$ cat config.mk
export PLATFORM = sky130hd
export DESIGN_NAME = energy_silence_endpoint_detector_flat
export DESIGN_NICKNAME = d
export VERILOG_FILES = /design/src/esed_pkg.sv /design/src/esed_if.sv /design/src/energy_silence_endpoint_detector.sv /design/src/esed_front.sv /design/src/esed_core.sv /design/src/flat_wrapper.sv
export VERILOG_INCLUDE_DIRS = /design/src /design/src/src
export SDC_FILE = /design/constraint.sdc
export NUM_CORES = 1
export LEC_CHECK = 0
export ABC_CLOCK_PERIOD_IN_PS = 13600
export BUFFER_PORTS_ARGS = -buffer_cell sky130_fd_sc_hd__buf_2
export CORE_ASPECT_RATIO = 0.75
export CORE_MARGIN = 8
export CORE_UTILIZATION = 50
export CTS_BUF_LIST = sky130_fd_sc_hd__clkbuf_16
export DETAILED_ROUTE_END_ITERATION = 8
export PLACE_DENSITY = 0.67
export SETUP_SLACK_MARGIN = 0.3
export SLEW_MARGIN = 20
export SYNTH_ARGS = -nofsm -noshare
export SYNTH_HDL_FRONTEND = slang
export SYNTH_SLANG_ARGS = --single-unit
$ cat constraint.sdc
create_clock -name clk_i -period 13.6 [get_ports clk_i]
set_input_delay 2.04 -clock clk_i [delete_from_list [all_inputs] [get_ports clk_i]]
set_output_delay 2.04 -clock clk_i [all_outputs]
set_load 0.03 [all_outputs]
$ cat src/energy_silence_endpoint_detector_macros.svh
// Assertion macros for the energy silence endpoint detector.
`ifndef ENERGY_SILENCE_ENDPOINT_DETECTOR_MACROS_SVH
`define ENERGY_SILENCE_ENDPOINT_DETECTOR_MACROS_SVH
`ifndef SYNTH
`define ESED_ASSERT(label, prop, msg) \
  label: assert property (@(posedge clk_i) disable iff (!rst_ni) (prop)) else $error(msg);
`define ESED_ASSERT_IMP(label, ante, cons, msg) \
  label: assert property (@(posedge clk_i) disable iff (!rst_ni) (ante) |-> (cons)) \
    else $error(msg);
`define ESED_ASSERT_NEXT(label, ante, cons, msg) \
  label: assert property (@(posedge clk_i) disable iff (!rst_ni) (ante) |=> (cons)) \
    else $error(msg);
`else
`define ESED_ASSERT(label, prop, msg)
`define ESED_ASSERT_IMP(label, ante, cons, msg)
`define ESED_ASSERT_NEXT(label, ante, cons, msg)
`endif
`endif

$ cat src/esed_pkg.sv
// Shared types and constants of the energy silence endpoint detector.
`default_nettype none
package esed_pkg;

  localparam int unsigned SAMPLE_W   = 16;
  localparam int unsigned SQ_W       = 31;
  localparam int unsigned THR_W      = 31;
  localparam int unsigned TMO_W      = 24;
  localparam int unsigned CFG_IDX_W  = 8;
  localparam int unsigned CFG_DATA_W = 32;

  localparam logic [CFG_IDX_W-1:0] CFG_IDX_THRESHOLD = 8'd0;
  localparam logic [CFG_IDX_W-1:0] CFG_IDX_TIMEOUT   = 8'd1;

  localparam logic [THR_W-1:0] THR_RESET   = 31'd2147484;
  localparam logic [TMO_W-1:0] TMO_RESET   = 24'd16000;
  localparam logic [TMO_W-1:0] SILENCE_MAX = 24'hFFFFFF;

  typedef struct packed {
    logic [SQ_W-1:0] sq;
    logic            chunk_end;
  } sq_beat_t;

  typedef struct packed {
    logic speech;
    logic stopped;
  } core_status_t;

endpackage
`default_nettype wire

$ cat src/esed_if.sv
// Channel interfaces: sample input, chunk result output, register writes.
`default_nettype none
interface esed_in_if;
  import esed_pkg::*;
  logic                       valid;
  logic                       ready;
  logic signed [SAMPLE_W-1:0] sample;
  logic                       chunk_end;
  modport source (output valid, sample, chunk_end, input ready);
  modport sink (input valid, sample, chunk_end, output ready);
endinterface

interface esed_out_if;
  import esed_pkg::*;
  logic             valid;
  logic             ready;
  logic             chunk_loud;
  logic             speech_seen;
  logic [TMO_W-1:0] silence_samples;
  logic             stop;
  modport source (output valid, chunk_loud, speech_seen, silence_samples, stop, input ready);
  modport sink (input valid, chunk_loud, speech_seen, silence_samples, stop, output ready);
endinterface

interface esed_cfg_if;
  import esed_pkg::*;
  logic                  valid;
  logic                  ready;
  logic [CFG_IDX_W-1:0]  index;
  logic [CFG_DATA_W-1:0] data;
  modport source (output valid, index, data, input ready);
  modport sink (input valid, index, data, output ready);
endinterface
`default_nettype wire

$ cat src/energy_silence_endpoint_detector.sv
// Energy silence endpoint detector: top level.
//
// in_i carries one signed 16-bit sample per beat plus chunk_end, which marks
// the last sample of a chunk; a chunk also closes on its MAX_CHUNK-th sample.
// Each closed chunk yields one beat on out_o: chunk_loud (sum of squares above
// threshold times sample count), the sticky speech_seen flag, the silent
// sample count since the last loud chunk, and the sticky stop flag.
// cfg_i writes index 0 (energy threshold) or index 1 (silence timeout); other
// indexes are dropped. cfg_i is always ready; write only while idle.
// Throughput: one sample per cycle while out_o takes results. A chunk's
// result passes the input register and the squaring register, then is
// accumulated and decided into the result register.
// When out_o stalls, the result register holds its beat and the two input
// stages keep filling; samples that do not close a chunk keep flowing.
// Reset clears the chunk sums, flags and silence count and reloads register
// defaults. After stop, every sample is accepted and dropped until reset.
`default_nettype none
`include "energy_silence_endpoint_detector_macros.svh"
module energy_silence_endpoint_detector #(
  parameter int unsigned MAX_CHUNK = 4096
) (
  input  wire logic   clk_i,
  input  wire logic   rst_ni,
  esed_in_if.sink     in_i,
  esed_out_if.source  out_o,
  esed_cfg_if.sink    cfg_i
);
  import esed_pkg::*;

  logic [THR_W-1:0] thr_q, thr_d;
  logic [TMO_W-1:0] tmo_q, tmo_d;
  logic             sq_valid, sq_ready;
  sq_beat_t         sq_beat;
  core_status_t     status;

  assign cfg_i.ready = 1'b1;

  always_comb begin
    thr_d = thr_q;
    tmo_d = tmo_q;
    if (cfg_i.valid) begin
      case (cfg_i.index)
        CFG_IDX_THRESHOLD: thr_d = cfg_i.data[THR_W-1:0];
        CFG_IDX_TIMEOUT:   tmo_d = cfg_i.data[TMO_W-1:0];
        default: begin
        end
      endcase
    end
  end

  always_ff @(posedge clk_i or negedge rst_ni) begin
    if (!rst_ni) begin
      thr_q <= THR_RESET;
      tmo_q <= TMO_RESET;
    end else begin
      thr_q <= thr_d;
      tmo_q <= tmo_d;
    end
  end

  esed_front u_front (
    .clk_i          (clk_i),
    .rst_ni         (rst_ni),
    .in_valid_i     (in_i.valid),
    .in_sample_i    (in_i.sample),
    .in_chunk_end_i (in_i.chunk_end),
    .in_ready_o     (in_i.ready),
    .sq_valid_o     (sq_valid),
    .sq_o           (sq_beat),
    .sq_ready_i     (sq_ready)
  );

  esed_core #(
    .MAX_CHUNK (MAX_CHUNK)
  ) u_core (
    .clk_i         (clk_i),
    .rst_ni        (rst_ni),
    .sq_valid_i    (sq_valid),
    .sq_i          (sq_beat),
    .sq_ready_o    (sq_ready),
    .thr_i         (thr_q),
    .tmo_i         (tmo_q),
    .out_valid_o   (out_o.valid),
    .out_ready_i   (out_o.ready),
    .out_loud_o    (out_o.chunk_loud),
    .out_speech_o  (out_o.speech_seen),
    .out_silence_o (out_o.silence_samples),
    .out_stop_o    (out_o.stop),
    .status_o      (status)
  );

  `ESED_ASSERT_NEXT(a_stop_sticky, status.stopped, status.stopped, "stop flag dropped")
  `ESED_ASSERT_NEXT(a_speech_sticky, status.speech, status.speech, "speech flag dropped")
  `ESED_ASSERT(a_stop_needs_speech, !status.stopped || status.speech, "stop without speech")
  `ESED_ASSERT_IMP(a_loud_beat, out_o.valid && out_o.chunk_loud, out_o.speech_seen && (out_o.silence_samples == '0) && !out_o.stop, "loud beat fields inconsistent")

endmodule
`default_nettype wire

$ cat src/esed_front.sv
// Input register and squaring stage.
`default_nettype none
module esed_front (
  input  wire logic                                clk_i,
  input  wire logic                                rst_ni,
  input  wire logic                                in_valid_i,
  input  wire logic signed [esed_pkg::SAMPLE_W-1:0] in_sample_i,
  input  wire logic                                in_chunk_end_i,
  output logic                                     in_ready_o,
  output logic                                     sq_valid_o,
  output esed_pkg::sq_beat_t                       sq_o,
  input  wire logic                                sq_ready_i
);
  import esed_pkg::*;

  logic                       s1_v_q, s1_v_d;
  logic signed [SAMPLE_W-1:0] s1_sample_q;
  logic                       s1_end_q;
  logic                       s2_v_q, s2_v_d;
  sq_beat_t                   s2_q, s2_d;
  logic                       s1_ready, s2_ready;
  logic [SAMPLE_W:0]          ext;
  logic [SAMPLE_W-1:0]        mag;
  logic [2*SAMPLE_W-1:0]      prod;

  assign s2_ready   = !s2_v_q || sq_ready_i;
  assign s1_ready   = !s1_v_q || s2_ready;
  assign in_ready_o = s1_ready;

  always_comb begin
    ext  = {s1_sample_q[SAMPLE_W-1], s1_sample_q};
    mag  = s1_sample_q[SAMPLE_W-1] ? SAMPLE_W'(~ext + 1'b1) : SAMPLE_W'(ext);
    prod = mag * mag;
    s2_d.sq        = prod[SQ_W-1:0];
    s2_d.chunk_end = s1_end_q;
    s1_v_d = s1_ready ? in_valid_i : s1_v_q;
    s2_v_d = s2_ready ? s1_v_q : s2_v_q;
  end

  always_ff @(posedge clk_i or negedge rst_ni) begin
    if (!rst_ni) begin
      s1_v_q <= 1'b0;
      s2_v_q <= 1'b0;
    end else begin
      s1_v_q <= s1_v_d;
      s2_v_q <= s2_v_d;
    end
  end

  always_ff @(posedge clk_i) begin
    if (in_valid_i && s1_ready) begin
      s1_sample_q <= in_sample_i;
      s1_end_q    <= in_chunk_end_i;
    end
    if (s1_v_q && s2_ready) begin
      s2_q <= s2_d;
    end
  end

  assign sq_valid_o = s2_v_q;
  assign sq_o       = s2_q;

endmodule
`default_nettype wire

$ cat src/esed_core.sv
// Chunk accumulation, loudness decision, silence tracking and result register.
`default_nettype none
module esed_core #(
  parameter int unsigned MAX_CHUNK = 4096
) (
  input  wire logic                          clk_i,
  input  wire logic                          rst_ni,
  input  wire logic                          sq_valid_i,
  input  wire esed_pkg::sq_beat_t            sq_i,
  output logic                               sq_ready_o,
  input  wire logic [esed_pkg::THR_W-1:0]    thr_i,
  input  wire logic [esed_pkg::TMO_W-1:0]    tmo_i,
  output logic                               out_valid_o,
  input  wire logic                          out_ready_i,
  output logic                               out_loud_o,
  output logic                               out_speech_o,
  output logic [esed_pkg::TMO_W-1:0]         out_silence_o,
  output logic                               out_stop_o,
  output esed_pkg::core_status_t             status_o
);
  import esed_pkg::*;

  localparam int unsigned CW = $clog2(MAX_CHUNK + 1);
  localparam int unsigned DW = THR_W + CW + 1;
  localparam logic [CW-1:0] MAX_N = CW'(MAX_CHUNK);

  // diff = energy sum minus threshold sum of the current chunk, two's complement
  logic [DW-1:0]    diff_q, diff_d, diff_sum;
  logic [CW-1:0]    count_q, count_d, n;
  logic             speech_q, speech_d;
  logic [TMO_W-1:0] sil_q, sil_d;
  logic             stopped_q, stopped_d;
  logic [TMO_W:0]   sil_sum;
  logic             out_v_q, out_v_d;
  logic             loud_q, loud;
  logic             res_speech_q, res_stop_q;
  logic [TMO_W-1:0] res_sil_q;
  logic             chunk_done, out_free, take, emit;

  always_comb begin
    n          = count_q + 1'b1;
    chunk_done = sq_i.chunk_end || (n == MAX_N);
    out_free   = !out_v_q || out_ready_i;
    sq_ready_o = stopped_q || !chunk_done || out_free;
    take       = sq_valid_i && sq_ready_o && !stopped_q;
    emit       = take && chunk_done;
    diff_sum   = diff_q + DW'(sq_i.sq) - DW'(thr_i);
    loud       = !diff_sum[DW-1] && (diff_sum != '0);
    sil_sum    = {1'b0, sil_q} + (TMO_W+1)'(n);

    diff_d    = diff_q;
    count_d   = count_q;
    speech_d  = speech_q;
    sil_d     = sil_q;
    stopped_d = stopped_q;
    if (take) begin
      if (chunk_done) begin
        diff_d  = '0;
        count_d = '0;
        if (loud) begin
          speech_d = 1'b1;
          sil_d    = '0;
        end else if (speech_q) begin
          sil_d     = sil_sum[TMO_W] ? SILENCE_MAX : sil_sum[TMO_W-1:0];
          stopped_d = (sil_d >= tmo_i);
        end
      end else begin
        diff_d  = diff_sum;
        count_d = n;
      end
    end

    if (emit) begin
      out_v_d = 1'b1;
    end else if (out_ready_i) begin
      out_v_d = 1'b0;
    end else begin
      out_v_d = out_v_q;
    end
  end

  always_ff @(posedge clk_i or negedge rst_ni) begin
    if (!rst_ni) begin
      diff_q    <= '0;
      count_q   <= '0;
      speech_q  <= 1'b0;
      sil_q     <= '0;
      stopped_q <= 1'b0;
      out_v_q   <= 1'b0;
    end else begin
      diff_q    <= diff_d;
      count_q   <= count_d;
      speech_q  <= speech_d;
      sil_q     <= sil_d;
      stopped_q <= stopped_d;
      out_v_q   <= out_v_d;
    end
  end

  always_ff @(posedge clk_i) begin
    if (emit) begin
      loud_q       <= loud;
      res_speech_q <= speech_d;
      res_sil_q    <= sil_d;
      res_stop_q   <= stopped_d;
    end
  end

  assign out_valid_o   = out_v_q;
  assign out_loud_o    = loud_q;
  assign out_speech_o  = res_speech_q;
  assign out_silence_o = res_sil_q;
  assign out_stop_o    = res_stop_q;
  assign status_o      = '{speech: speech_q, stopped: stopped_q};

endmodule
`default_nettype wire
$ cat src/flat_wrapper.sv
// flat-port wrapper written by rule: the top's interface ports become plain ports
module energy_silence_endpoint_detector_flat import esed_pkg::*;
#(
  parameter int unsigned MAX_CHUNK = 4096
)
  (clk_i, rst_ni, in_i_valid, in_i_sample, in_i_chunk_end, in_i_ready, out_o_valid, out_o_chunk_loud, out_o_speech_seen, out_o_silence_samples, out_o_stop, out_o_ready, cfg_i_valid, cfg_i_index, cfg_i_data, cfg_i_ready);
  esed_in_if in_i_i ();
  esed_out_if out_o_i ();
  esed_cfg_if cfg_i_i ();
  input  wire logic clk_i;
  input  wire logic rst_ni;
  input wire logic [$bits(in_i_i.valid)-1:0] in_i_valid;
  input wire logic [$bits(in_i_i.sample)-1:0] in_i_sample;
  input wire logic [$bits(in_i_i.chunk_end)-1:0] in_i_chunk_end;
  output wire logic [$bits(in_i_i.ready)-1:0] in_i_ready;
  output wire logic [$bits(out_o_i.valid)-1:0] out_o_valid;
  output wire logic [$bits(out_o_i.chunk_loud)-1:0] out_o_chunk_loud;
  output wire logic [$bits(out_o_i.speech_seen)-1:0] out_o_speech_seen;
  output wire logic [$bits(out_o_i.silence_samples)-1:0] out_o_silence_samples;
  output wire logic [$bits(out_o_i.stop)-1:0] out_o_stop;
  input wire logic [$bits(out_o_i.ready)-1:0] out_o_ready;
  input wire logic [$bits(cfg_i_i.valid)-1:0] cfg_i_valid;
  input wire logic [$bits(cfg_i_i.index)-1:0] cfg_i_index;
  input wire logic [$bits(cfg_i_i.data)-1:0] cfg_i_data;
  output wire logic [$bits(cfg_i_i.ready)-1:0] cfg_i_ready;
  assign in_i_i.valid = in_i_valid;
  assign in_i_i.sample = in_i_sample;
  assign in_i_i.chunk_end = in_i_chunk_end;
  assign in_i_ready = in_i_i.ready;
  assign out_o_valid = out_o_i.valid;
  assign out_o_chunk_loud = out_o_i.chunk_loud;
  assign out_o_speech_seen = out_o_i.speech_seen;
  assign out_o_silence_samples = out_o_i.silence_samples;
  assign out_o_stop = out_o_i.stop;
  assign out_o_i.ready = out_o_ready;
  assign cfg_i_i.valid = cfg_i_valid;
  assign cfg_i_i.index = cfg_i_index;
  assign cfg_i_i.data = cfg_i_data;
  assign cfg_i_ready = cfg_i_i.ready;
  energy_silence_endpoint_detector #(.MAX_CHUNK(MAX_CHUNK)) u_core (.clk_i(clk_i), .rst_ni(rst_ni), .in_i(in_i_i), .out_o(out_o_i), .cfg_i(cfg_i_i));
endmodule
; Word-level counts from Yosys, hierarchy flattened
; Index checks and enable logic that the tools add are counted.
[word_totals]
register_bits = 218
output_inout_bits = 30
elab_cells = 68
[classes]
n_addsub = 5
mul = 1
magnitude_cmp = 1
eq_ne = 2
muxes = 17
bitwise = 1
reduce_logical = 23
[op_table]
columns = op, n
row1 = 2-to-1 mux 24 bit, 5
row2 = adder 45 x 31 -> 45 bit, 1
row3 = 2-to-1 mux 45 bit, 1
row4 = nonzero test 45 bit, 1
row5 = subtractor 45 x 31 -> 45 bit, 1
row6 = multiplier 16 x 16 -> 31 bit, 1
row7 = adder 24 x 13 -> 25 bit, 1
row8 = >= comparator 24 bit, 1
row9 = adder 16 x 1 -> 16 bit (second input constant), 1
row10 = 2-to-1 mux 16 bit, 1
row11 = NOT 16 bit, 1
row12 = adder 13 x 1 -> 13 bit (second input constant), 1
row13 = equality test 13 bit (second input constant), 1
row14 = 2-to-1 mux 13 bit, 1
row15 = 2-to-1 mux 1 bit, 9
row16 = equality test 8 x 1 -> 1 bit (second input constant), 1
row17 = logical NOT 8 bit, 1
row18 = logical AND 1 bit, 6
row19 = logical NOT 1 bit, 6
row20 = logical OR 1 bit, 6
row21 = AND reduction 2 bit, 2
row22 = nonzero test 2 bit, 1

; Longest topological paths before layout
[logic_depth]
word_depth = 10
depth_mapped = 36
mapped_depth_nobuf = 33

; Modules after synthesis
; A second synthesis with hierarchy kept.
[hier_totals]
hier_cells = 2240
hier_area_um2 = 21191.6
[by_module_without_submodules]
columns = mod, n_inst, cells_per_inst, area_per_inst_um2, seq_area_each_um2
row1 = esed_core, 1, 1192, 10088.4, 2937.8
row2 = esed_front, 1, 925, 8993.6, 1491.4
row3 = energy_silence_endpoint_detector, 1, 123, 2109.5, 1393.8

; Least setup slack after synthesis
; Ideal clock, no wire load.
[synth_path]
path_kind = register to register
from = reg u_core.u_front.s1_sample_q[0]
to = reg u_core.u_front.s2_q, in the netlist u_core.u_front.sq_o[31], data pin
setup_ns = 0.260
t_arrival_ns = 7.992
path_slack_ns = 5.348
path_stages_with_launch = 34
period_less_slack_ns = 8.252
cell_sequence = edfxtp_1 -> clkbuf_1 -> inv_1 -> clkbuf_1 -> ha_1 -> nand2_1 -> or2_2 -> nand2b_1 -> o21ai_0 -> xor2_1 -> nor2_1 -> ha_1 -> inv_1 -> fa_1 -> inv_1 -> fa_1 -> fa_1 -> fa_1 -> inv_1 -> fa_1 -> inv_1 -> ha_1 -> a211oi_1 -> nand2_1 -> nor2_1 -> a31oi_1 -> a41oi_1 -> a21oi_1 -> nand4_1 -> nand3_1 -> or4_1 -> a31o_2 -> a31oi_1 -> xnor2_1
[synth_between]
elab_chain_len = 4
[synth_lines]
columns = element, line
row1 = start: declaration, esed_front.sv:17  ; logic signed [SAMPLE_W-1:0] s1_sample_q;
row2 = start signal: assignment, esed_front.sv:52  ; s1_sample_q <= in_sample_i;
row3 = NOT 16 bit, esed_front.sv:32  ; mag = s1_sample_q[SAMPLE_W-1] ? SAMPLE_W'(~ext + 1'b1) : SAMPLE_W'(ext);
row4 = adder 16 x 1 -> 16 bit, esed_front.sv:32
row5 = 2-to-1 mux 16 bit *, esed_front.sv:32
row6 = multiplier 16 x 16 -> 31 bit *, esed_front.sv:33  ; prod = mag * mag;
row7 = named net u_core.u_front.prod[30], esed_front.sv:24  ; logic [2*SAMPLE_W-1:0] prod;
row8 = end signal: assignment, esed_front.sv:56  ; s2_q <= s2_d;
row9 = end: declaration, esed_front.sv:20  ; sq_beat_t s2_q, s2_d;
; Mark *: on every way through the listed nets, which the timed path passes. The rest lies on a longest branch.
; A chain may end at the register's enable or synchronous reset.

; Worst setup path in the final report
; Same ends and word-level chain as after synthesis.

==> out/qor.csv <==
metric,value,unit
status,completed,
die_width,251,um
rows,64,
cts_inserted_buffers,24,
synth_compound_area_frac,0.131,
grt_pass1_wl,79900,um
setup_viol,0,
cts_htree_levels,1,
io_buffers,89,
gr-total-overflow,0,
drv_cap,0,
clk_path_buf_depth,3,
slew_headroom,0.319,
final-seq-area,5820,sq um
initial_core_util,0.508,
ys_seq_area_frac,0.281,
wl_per_cell,17.2,um
fin_setup_tns,0,ns
io_pins,92,
yosys.area.top_type,fa_1,
r2r_start,u_core.u_front.s1_sample_q[0]$_DFFE_PP_,
crit_type,register to register,
fmax,0.106,GHz
syn_inst,2199,
fin_cells,2819,
core,40800,sq um
drive_above_1_share,0.109,
synth_area,20700,sq um
synthSimpleGateAreaFrac,0.120,
drtIter0Drc,1020,
skew,0.0334,ns
ant_nets,0,
rsz0062_at_grt,false,
min_period,9.40,ns
yosys.area.top_type_share,0.189,
clock-root-buffer,clkbuf_16,
synthAdderAreaFrac,0.297,
cp-start-kind,register,
gp_congestion,0.913,
multi_input_comb_area,13100,sq um
endpoint_kind,register,
synthTopCellsByArea,"fa_1, dfrtp_1, edfxtp_1",
synthArstFlopShare,0.654,
reg2reg_setup_slack,4.20,ns
reg2reg_to,u_core.u_front.sq_o[31]$_DFFE_PP_,
synth_top_family_by_area,adder cells,
startpoint,u_core.u_front.s1_sample_q[0]$_DFFE_PP_,
synth_xor_area_frac,0.0473,
synth_edf_count,75,
drt-total-wl,48500,um
clock_sinks,217,
finalCritPeriodShare,0.691,
yosys_warnings,0,
worst_pin_slew,1.02,ns
critPathTopFamily,adder cells,
cts_setup_buffers,0,
drt-pass1-iter-count,6,
dp_slack,4.25,ns
num_vias,15422,
antenna_found_initial,0,
required,13.89,ns
hpwlAfterDp,38800,um
cts_tree,yes,
grt_pass1_vias,15594,
worst-path-buf-inv,5,
synth.area.mux_share,0.0308,
die_y,192,um
synth.avg_cell_area,9.43,sq um
whs_endpoint,u_core.u_front.sq_o[0]$_DFFE_PP_,
crit_arrival,9.69,ns
final_nets,2710,
holdBufCountCts,0,
synth_ff_type,dfrtp_1,
min_path_type,register to register,
drc,0,
gr-usage-all-layers,0.203,
min-delay-start,u_core.u_front.s1_end_q$_DFFE_PP_,
layout_setup_ws,4.20,ns
clk_pin_slew_worst_paths,0.07,ns
slowest_stage,xnor2_1,
via_per_inst,5.47,
fillCellCount,3660,
area_growth,8.86,%
n_antenna_cell,0,
holdPathStages,0,
hold_violations,0,
drv_slew,0,
ff2ff_path_depth,32,
grt_max_degree,79,
cts_resized,0,
placedCellCount,2775,
max_stage_delay,0.82,ns
insertion_delay,0.57,ns
path_max_fanout,14,
synth_cell_types,83,
ys_ff_latch,217,
die_area,48300,sq um
==> area by class of cell <==
class                   count  area share
multi-input cells        1488       0.578
well taps                 528      0.0293
inverters                 438      0.0728
flip-flops and latches    217       0.258
clock buffers              27      0.0299
repair buffers            104      0.0250
clock inverters            17     0.00720
==> synth_stat cells (5+ instances only) <==
| cell | number |
|---|---|
| nor4_1 | 6 |
| a211oi_1 | 11 |
| and3_1 | 13 |
| or3_1 | 12 |
| nand2_1 | 197 |
| edfxtp_1 | 75 |
| mux2_2 | 55 |
| a21oi_1 | 92 |
| nor3_1 | 34 |
| dfstp_2 | 14 |
| o211ai_1 | 12 |
| ha_1 | 179 |
| xnor2_1 | 65 |
| o21ai_0 | 105 |
| nand3_1 | 42 |
| o21a_1 | 18 |
| a22o_1 | 41 |
| o21bai_1 | 15 |
| or2_2 | 6 |
| o31ai_1 | 12 |
| xor2_1 | 47 |
| buf_2 | 6 |
| buf_1 | 5 |
| fa_1 | 196 |
| nor2_1 | 121 |
| dfrtp_1 | 128 |
| and2_1 | 12 |
| a31oi_1 | 9 |
| nand2b_1 | 18 |
| a21o_1 | 37 |
| nor2b_1 | 14 |
| nand4_1 | 24 |
| clkbuf_1 | 49 |
| inv_1 | 435 |
==> layout by cell type (no fill, tap or decap), types with 6 or more instances in the layout <==
master     instances
a211oi_1          11
a21o_1            37
a21oi_1           92
a22o_1            41
a31oi_1            9
and2_1            11
and3_1            13
buf_2             88
buf_4             15
clkbuf_16         27
conb_1            12
dfrtp_1          128
dfstp_2           14
edfxtp_1          75
fa_1             196
ha_1             179
inv_1            435
mux2_2            55
nand2_1          196
nand2b_1          18
nand3_1           42
nand4_1           24
nor2_1           120
nor2b_1           13
nor3_1            33
nor4_1             6
o211ai_1          12
o21a_1            18
o21ai_0          105
o21bai_1          15
o31ai_1           12
or2_2              6
or3_1             12
xnor2_1           64
xor2_1            47
==> worst register-to-register path, delay by kind of cell (launching register included) <==
family | cells | cell delay [ns]
flip-flops | 1 | 0.69
buffers and inverters | 5 | 0.97
AND/OR/NAND/NOR | 9 | 1.45
XOR/XNOR | 3 | 1.05
adder cells (fa/ha/maj) | 8 | 3.53
AO/OA/AOI/OAI | 7 | 1.45
==> worst max-delay path by stage <==
stage                     slack, ns                                end  cells after the start
final                          4.20  u_core.u_front.sq_o[31]$_DFFE_PP_                     32
after global routing           3.56  u_core.u_front.sq_o[31]$_DFFE_PP_                     32
after CTS                      4.23  u_core.u_front.sq_o[31]$_DFFE_PP_                     32
after detailed placement       4.25  u_core.u_front.sq_o[31]$_DFFE_PP_                     32
after global placement         4.32  u_core.u_front.sq_o[31]$_DFFE_PP_                     32
after floorplan                5.35  u_core.u_front.sq_o[31]$_DFFE_PP_                     33
==> flip-flops by register name, summed over array words and instances, names as in the netlist <==
| name | flops |
|---|---|
| u_core.thr_q | 31 |
| u_core.u_core.out_valid_o | 1 |
| u_core.u_front.sq_valid_o | 1 |
| u_core.u_core.out_silence_o | 24 |
| u_core.u_front.s1_sample_q | 16 |
| u_core.u_core.out_stop_o | 1 |
| u_core.u_core.diff_q | 45 |
| u_core.u_core.stopped_q | 1 |
| u_core.tmo_q | 24 |
| u_core.u_core.speech_q | 1 |
| u_core.u_front.sq_o | 31 |
| u_core.u_core.count_q | 13 |
| u_core.u_front.s1_end_q | 1 |
| u_core.u_core.out_loud_o | 1 |
| u_core.u_front.s1_v_q | 1 |
| u_core.u_core.out_speech_o | 1 |
| u_core.u_core.sil_q | 24 |
==> metrics by stage <==
step	hold slack, ns	util	instance area (sq um)
6_report	0.443	0.553	22600
5_1_grt	0.450	0.553	22600
4_1_cts	0.448	0.553	22600
3_5_place_dp	0.436	0.532	21700
3_3_place_gp	0.434	0.532	21700
2_1_floorplan	0.400	-	20800
==> per-layer routing <==
| layer | vias to the layer above | wire length (um) | GRT usage |
|---|---|---|---|
| li1 | 7394 | - | - |
| met1 | 7548 | 23700 | 0.294 |
| met2 | 406 | 21000 | 0.316 |
| met3 | 74 | 2670 | 0.0318 |
| met4 | 0 | 1170 | 0.0494 |
| met5 | - | 0 | 0 |
==> cells by family after synthesis <==
logic type / Yosys count
AOI/OAI and AO/OA: 406
xor gates and xnor gates: 112
adders and majority gates: 375
buffers and inverters: 504
DFF: 217
muxes: 57
other: 2
and+or+nand+nor: 526
Power is left out: the tool's default activity adds up to more than one toggle a clock period on the data nets, which glitch-free logic cannot reach.
